### config.mk
export PLATFORM = sky130hd
export DESIGN_NAME = lcds_ctrl
export DESIGN_NICKNAME = d
export VERILOG_FILES = /design/src/sv/lcds_pkg.sv /design/src/sv/lcds_ctrl.sv
export SDC_FILE = /design/constraint.sdc
export NUM_CORES = 1
export LEC_CHECK = 0
export BUFFER_PORTS_ARGS = -buffer_cell sky130_fd_sc_hd__buf_2
export CAP_MARGIN = 20
export CORE_MARGIN = 10
export CORE_UTILIZATION = 30
export CTS_CLUSTER_DIAMETER = 50
export DETAILED_ROUTE_END_ITERATION = 7
export PLACE_DENSITY = 0.65
export SLEW_MARGIN = 10
export SYNTH_ARGS = -nofsm -noshare
export SYNTH_HDL_FRONTEND = slang
export SYNTH_SLANG_ARGS = --single-unit
### constraint.sdc
create_clock -name clk_i -period 1.8 [get_ports clk_i]
set_input_delay 0.09 -clock clk_i [delete_from_list [all_inputs] [get_ports clk_i]]
set_output_delay 0.09 -clock clk_i [all_outputs]
set_load 0.02 [all_outputs]
### src/sv/lcds_pkg.sv
// Shared types, codes and tables of the cyclic dominance lattice step.
package lcds_pkg;

  localparam int CODE_W    = 3;
  localparam int INDEX_W   = 16;
  localparam int CFG_W     = 9;
  localparam int DIV_CNT_W = $clog2(INDEX_W);

  localparam logic [CFG_W-1:0]  SIDE_RESET    = 9'd256;
  localparam logic [CODE_W-1:0] SPECIES_EMPTY = 3'd0;

  typedef enum logic [1:0] {
    MODE_LOAD = 2'd0,
    MODE_READ = 2'd1,
    MODE_STEP = 2'd2,
    MODE_NONE = 2'd3
  } mode_e;

  typedef enum logic [1:0] {
    DIR_UP    = 2'd0,
    DIR_DOWN  = 2'd1,
    DIR_LEFT  = 2'd2,
    DIR_RIGHT = 2'd3
  } dir_e;

  typedef enum logic [1:0] {
    ACT_NONE      = 2'd0,
    ACT_DOMINATE  = 2'd1,
    ACT_REPRODUCE = 2'd2,
    ACT_SWAP      = 2'd3
  } act_e;

  typedef enum logic [2:0] {
    RES_ZERO,
    RES_BAD_IDX,
    RES_LOAD,
    RES_READ,
    RES_STEP
  } res_sel_e;

  typedef enum logic [3:0] {
    ST_IDLE,
    ST_SQ,
    ST_CHK,
    ST_RDF,
    ST_DIV,
    ST_NBR,
    ST_MUL,
    ST_RDN,
    ST_CAPN,
    ST_WRF,
    ST_WRN,
    ST_OUT
  } state_e;

  typedef struct packed {
    logic     cap;
    logic     load_sq;
    logic     rd_focal;
    logic     div_start;
    logic     div_step;
    logic     cap_focal;
    logic     nb_calc;
    logic     mul;
    logic     rd_nb;
    logic     cap_nb;
    logic     wr_load;
    logic     wr_focal;
    logic     wr_nb;
    logic     set_res;
    res_sel_e res_sel;
  } ctrl_cmd_t;

  typedef struct packed {
    mode_e mode;
    logic  idx_ok;
    logic  div_done;
  } dp_stat_t;

  // bit n of entry s: species s beats code n
  localparam logic [7:0] BEATS [8] = '{
    8'h00, 8'h10, 8'h22, 8'h14, 8'h24, 8'h0A, 8'h00, 8'h00
  };

  function automatic logic wins(logic [CODE_W-1:0] a, logic [CODE_W-1:0] b);
    return BEATS[a][b];
  endfunction

endpackage

### src/sv/lcds_ctrl.sv
// Controller state machine of the lattice step.
module lcds_ctrl import lcds_pkg::*; (
  input  logic      clk_i,
  input  logic      rst_ni,
  input  logic      in_valid_i,
  output logic      in_ready_o,
  output logic      out_valid_o,
  input  logic      out_ready_i,
  input  dp_stat_t  stat_i,
  output ctrl_cmd_t cmd_o
);

  state_e state_q, state_d;

  always_ff @(posedge clk_i or negedge rst_ni) begin
    if (!rst_ni) begin
      state_q <= ST_IDLE;
    end else begin
      state_q <= state_d;
    end
  end

  always_comb begin
    state_d       = state_q;
    cmd_o         = '0;
    cmd_o.res_sel = RES_ZERO;
    in_ready_o    = 1'b0;
    out_valid_o   = 1'b0;
    unique case (state_q)
      ST_IDLE: begin
        in_ready_o = 1'b1;
        if (in_valid_i) begin
          cmd_o.cap = 1'b1;
          state_d   = ST_SQ;
        end
      end
      ST_SQ: begin
        cmd_o.load_sq = 1'b1;
        state_d       = ST_CHK;
      end
      ST_CHK: begin
        priority if (stat_i.mode == MODE_NONE) begin
          cmd_o.set_res = 1'b1;
          cmd_o.res_sel = RES_ZERO;
          state_d       = ST_OUT;
        end else if (!stat_i.idx_ok) begin
          cmd_o.set_res = 1'b1;
          cmd_o.res_sel = RES_BAD_IDX;
          state_d       = ST_OUT;
        end else if (stat_i.mode == MODE_LOAD) begin
          cmd_o.wr_load = 1'b1;
          cmd_o.set_res = 1'b1;
          cmd_o.res_sel = RES_LOAD;
          state_d       = ST_OUT;
        end else begin
          cmd_o.rd_focal  = 1'b1;
          cmd_o.div_start = 1'b1;
          state_d         = ST_RDF;
        end
      end
      ST_RDF: begin
        if (stat_i.mode == MODE_READ) begin
          cmd_o.set_res = 1'b1;
          cmd_o.res_sel = RES_READ;
          state_d       = ST_OUT;
        end else begin
          cmd_o.cap_focal = 1'b1;
          state_d         = ST_DIV;
        end
      end
      ST_DIV: begin
        cmd_o.div_step = 1'b1;
        if (stat_i.div_done) begin
          state_d = ST_NBR;
        end
      end
      ST_NBR: begin
        cmd_o.nb_calc = 1'b1;
        state_d       = ST_MUL;
      end
      ST_MUL: begin
        cmd_o.mul = 1'b1;
        state_d   = ST_RDN;
      end
      ST_RDN: begin
        cmd_o.rd_nb = 1'b1;
        state_d     = ST_CAPN;
      end
      ST_CAPN: begin
        cmd_o.cap_nb = 1'b1;
        state_d      = ST_WRF;
      end
      ST_WRF: begin
        cmd_o.wr_focal = 1'b1;
        state_d        = ST_WRN;
      end
      ST_WRN: begin
        cmd_o.wr_nb   = 1'b1;
        cmd_o.set_res = 1'b1;
        cmd_o.res_sel = RES_STEP;
        state_d       = ST_OUT;
      end
      ST_OUT: begin
        out_valid_o = 1'b1;
        if (out_ready_i) begin
          state_d = ST_IDLE;
        end
      end
      default: begin
        state_d = ST_IDLE;
      end
    endcase
  end

endmodule

==> metrics.md <==
| Metric | Value |
|---|---|
| CP top delay family | simple AND/OR/NAND/NOR gates |
| Period utilisation layout | 0.9413 |
| DP Wirelength | 1163 µm |
| Ys Warns | 0 |
| Violation count after the first detailed-routing iteration | 6 |
| DR pass1 iterations | 3 |
| Initial antenna violation count | 0 |
| Worst-path cell chain | or4b_4 -> nor4b_2 -> buf_2 |
| Status | complete, no violations |
| Clock transition at the registers of the reported paths | 0.04 ns |
| Fin Hold WS | 0.1834 ns |
| Leakage | 0.0003326 µW |
| Die area | 3565 µm² |
| Proportion of layout cells with a drive suffix above 1 | 0.3936 |
| Average wire per standard cell | 13.78 µm |
| Grt total ovfl | 0 |
| Final min period | 1.694 ns |
| Core ar. | 1506 µm² |
| Critical path arrival | 1.60 ns |
| Crit Path Class | flop to primary output |
| Ant diodes | 0 |
| Biggest regs | state_q x4 |
| Fmax | 590.2 MHz |
| Fin Clk Skew | 0.006378 ns |
| Power Dens Cells | 1656 nW/µm² |
| Clock sinks | 4 |
| Synth Register Bits | 4 |
| Unique masters post-synth | 28 |
| Final core area utilization | 0.4336 |
| Fin. Hold Viols | 0 |
| IO Port Bufs | 26 |
| Total negative slack | 0 ns |
| HP Class | primary input to async pin |
| Max FFs per register | 4 |
| Critical path required time | 1.71 ns |
| TritonCTS clock tree | built |
| GPL Wtd Cong | 0.7349 |
| Setup violators final | 0 |
| Layout area overhead | 38.10% |
| CP Capture Type | primary output |
| Final wirelength | 1516 µm |
| Die Ht | 59.71 µm |
| Net count, final | 104 |
| Pre-CTS setup slack | 0.3468 ns |
| Cell Area, Synth | 473.0 µm² |
| Final Max Slew Viols | 0 |
| Wire length of the first global-routing pass | 2704 µm |
| Die span in x | 59.71 µm |
| Initial Util | 0.3140 |
| Bufs and invs on worst path | 1 |
| Num rows | 14 |
| Crit start category | flop |
| Crit-path max FO | 3 |
| Clk_lat worst skew | 0.24 ns |
| Max-Cap Viols | 0 |
| Total track usage | 0.09334 |
| DR vias/cell | 5.127 |
| Root Buffer | clkbuf_4 |
| Vias in the first global route | 617 |
| CTS H-tree lvls | 1 |
| Peak supply drop | 0.0006392 V |
| Vias | 564 |
| IO Pins | 27 |
| Longest Clk Path Bufs | 2 |
| Worst-Margin Slew | 0.2868 ns |
| Fill cells | 155 |
| Cts bufs inserted | 3 |
| Slowest stage delay, CP | 0.55 ns |
| Relative slew slack | 0.8071 |
| Most flops, register | state_q |
| Post-synthesis sequential area ratio | 0.2116 |
| DRT antenna net count | 0 |
| Largest net degree at the start of global routing | 18 |
| Flop2flop setup slack | 0.46 ns |
| Mapped Avg Cell Area | 7.059 µm² |
| CP max stage cell | or4b_4 |
| Final WS setup | 0.1056 ns |
| Syn_nets | 75 |
| Unrepaired setup endpoints after global routing | no |
| Synth Instances | 67 |
| DRC Markers | 0 |
-- synthesized netlist by cell type, drive strengths merged --
master   number  area (µm²)
buf           6       35.03
nor4bb        1       10.01
a21oi         4       20.02
clkbuf        1       3.750
or4b          1       13.76
o21ai         5       25.02
o211ai        1       7.510
o2111ai       1       8.760
and2          1       6.260
and3b         1       8.760
nor4b         1       15.01
a211oi        1       7.510
nor2         10       37.54
a21o          1       7.510
nor3          5       25.02
dfrtp         4       100.1
or2b          2       15.01
nor3b         2       15.01
or3b          1       8.760
inv           1       3.750
nor2b         3       18.77
xor2          1       8.760
nand2         6       22.52
nor4          2       12.51
or3           1       6.260
o221a         1       11.26
nand2b        3       18.77
-- layout make-up --
type,count,area (µm²),share of cell area
multi-input combinational,55,336.6,0.5153
sequential,4,100.1,0.1533
clock buffer,3,22.52,0.03448
timing repair buffer,31,170.2,0.2605
inverter,1,3.754,0.005747
tap,16,20.02,0.03065
-- logic make-up (layout without fill, tap and decap cells) --
group / Yosys count / after routing / synth area share
and+or+nand+nor: 40 / 40 / 0.4947
AOI/OAI and AO/OA: 14 / 14 / 0.1852
buffers and inverters: 8 / 35 / 0.08992
DFF: 4 / 4 / 0.2116
xor gates and xnor gates: 1 / 1 / 0.01852
-- metal layers --
| layer | vias to the layer above | global-route usage | routed length, µm |
|---|---|---|---|
| li1 | 290 | - | - |
| met1 | 249 | 0.1193 | 687 |
| met2 | 23 | 0.1382 | 688 |
| met3 | 2 | 0.02542 | 124 |
| met4 | 0 | 0.04808 | 15 |
| met5 | - | 0 | 0 |
-- what timing repair did --
| action | in CTS | in global routing |
|---|---|---|
| hold endpoints to repair | 4 | 0 |
| hold buffers | 1 | 0 |
| gates resized for setup | 0 | 2 |
| buffers inserted | 0 | 0 |
| endpoints found under the setup margin | 0 | 1 |
-- final timing paths --
kind / start / endpoint / cells after the start
worst max-delay path: state_q[0]$_DFFE_PN0P_ / cmd_o[6] / 3
worst max register to register: state_q[3]$_DFFE_PN0P_ / state_q[0]$_DFFE_PN0P_ / 4
worst min-delay path: rst_ni / state_q[3]$_DFFE_PN0P_ / 2
max in group asynchronous: rst_ni / state_q[1]$_DFFE_PN0P_ / 2
min in group clk_i: stat_i[0] / state_q[0]$_DFFE_PN0P_ / 4
worst min register to register: state_q[3]$_DFFE_PN0P_ / state_q[2]$_DFFE_PN0P_ / 2
-- placed cells by master (no fill, tap or decap), drive strengths merged --
cell         instances
xor2                 1
or3b                 1
a21o                 1
nor4bb               1
nor3                 5
nor3b                2
or2b                 2
or4b                 1
and2                 1
nor4                 2
clkbuf               3
inv                  1
a21oi                4
a211oi               1
o221a                1
nor2                10
nand2                6
or3                  1
o2111ai              1
dfrtp                4
o211ai               1
nand2b               3
and3b                1
nor4b                1
nor2b                3
dlygate4sd3          1
buf                 30
o21ai                5
-- worst reg2reg max path: cells and delay by family, from the launching register on --
| family | cells | cell delay, ns |
|---|---|---|
| DFF | 1 | 0.37 |
| AOI/OAI and AO/OA | 2 | 0.34 |
| buffers and inverters | 1 | 0.19 |
| and+or+nand+nor | 1 | 0.38 |
-- per-stage QoR --
stage / cell area, µm² / cells / total power (µW)
after CTS: 646.9 / 110 / 1084
after floorplan: 473.0 / 67 / 733.2
after global placement: 614.3 / 106 / 950.8
final: 653.1 / 110 / 1082
after global routing: 653.1 / 110 / 1194
after detailed placement: 614.3 / 106 / 968.5
-- where the power goes --
| group | internal, µW | switching, µW |
|---|---|---|
| Combinational | 312 | 506 |
| Clock | 74.5 | 36.3 |
| Sequential | 133 | 19.5 |
| Total | 520 | 562 |
(Power assumes the default switching activity.)
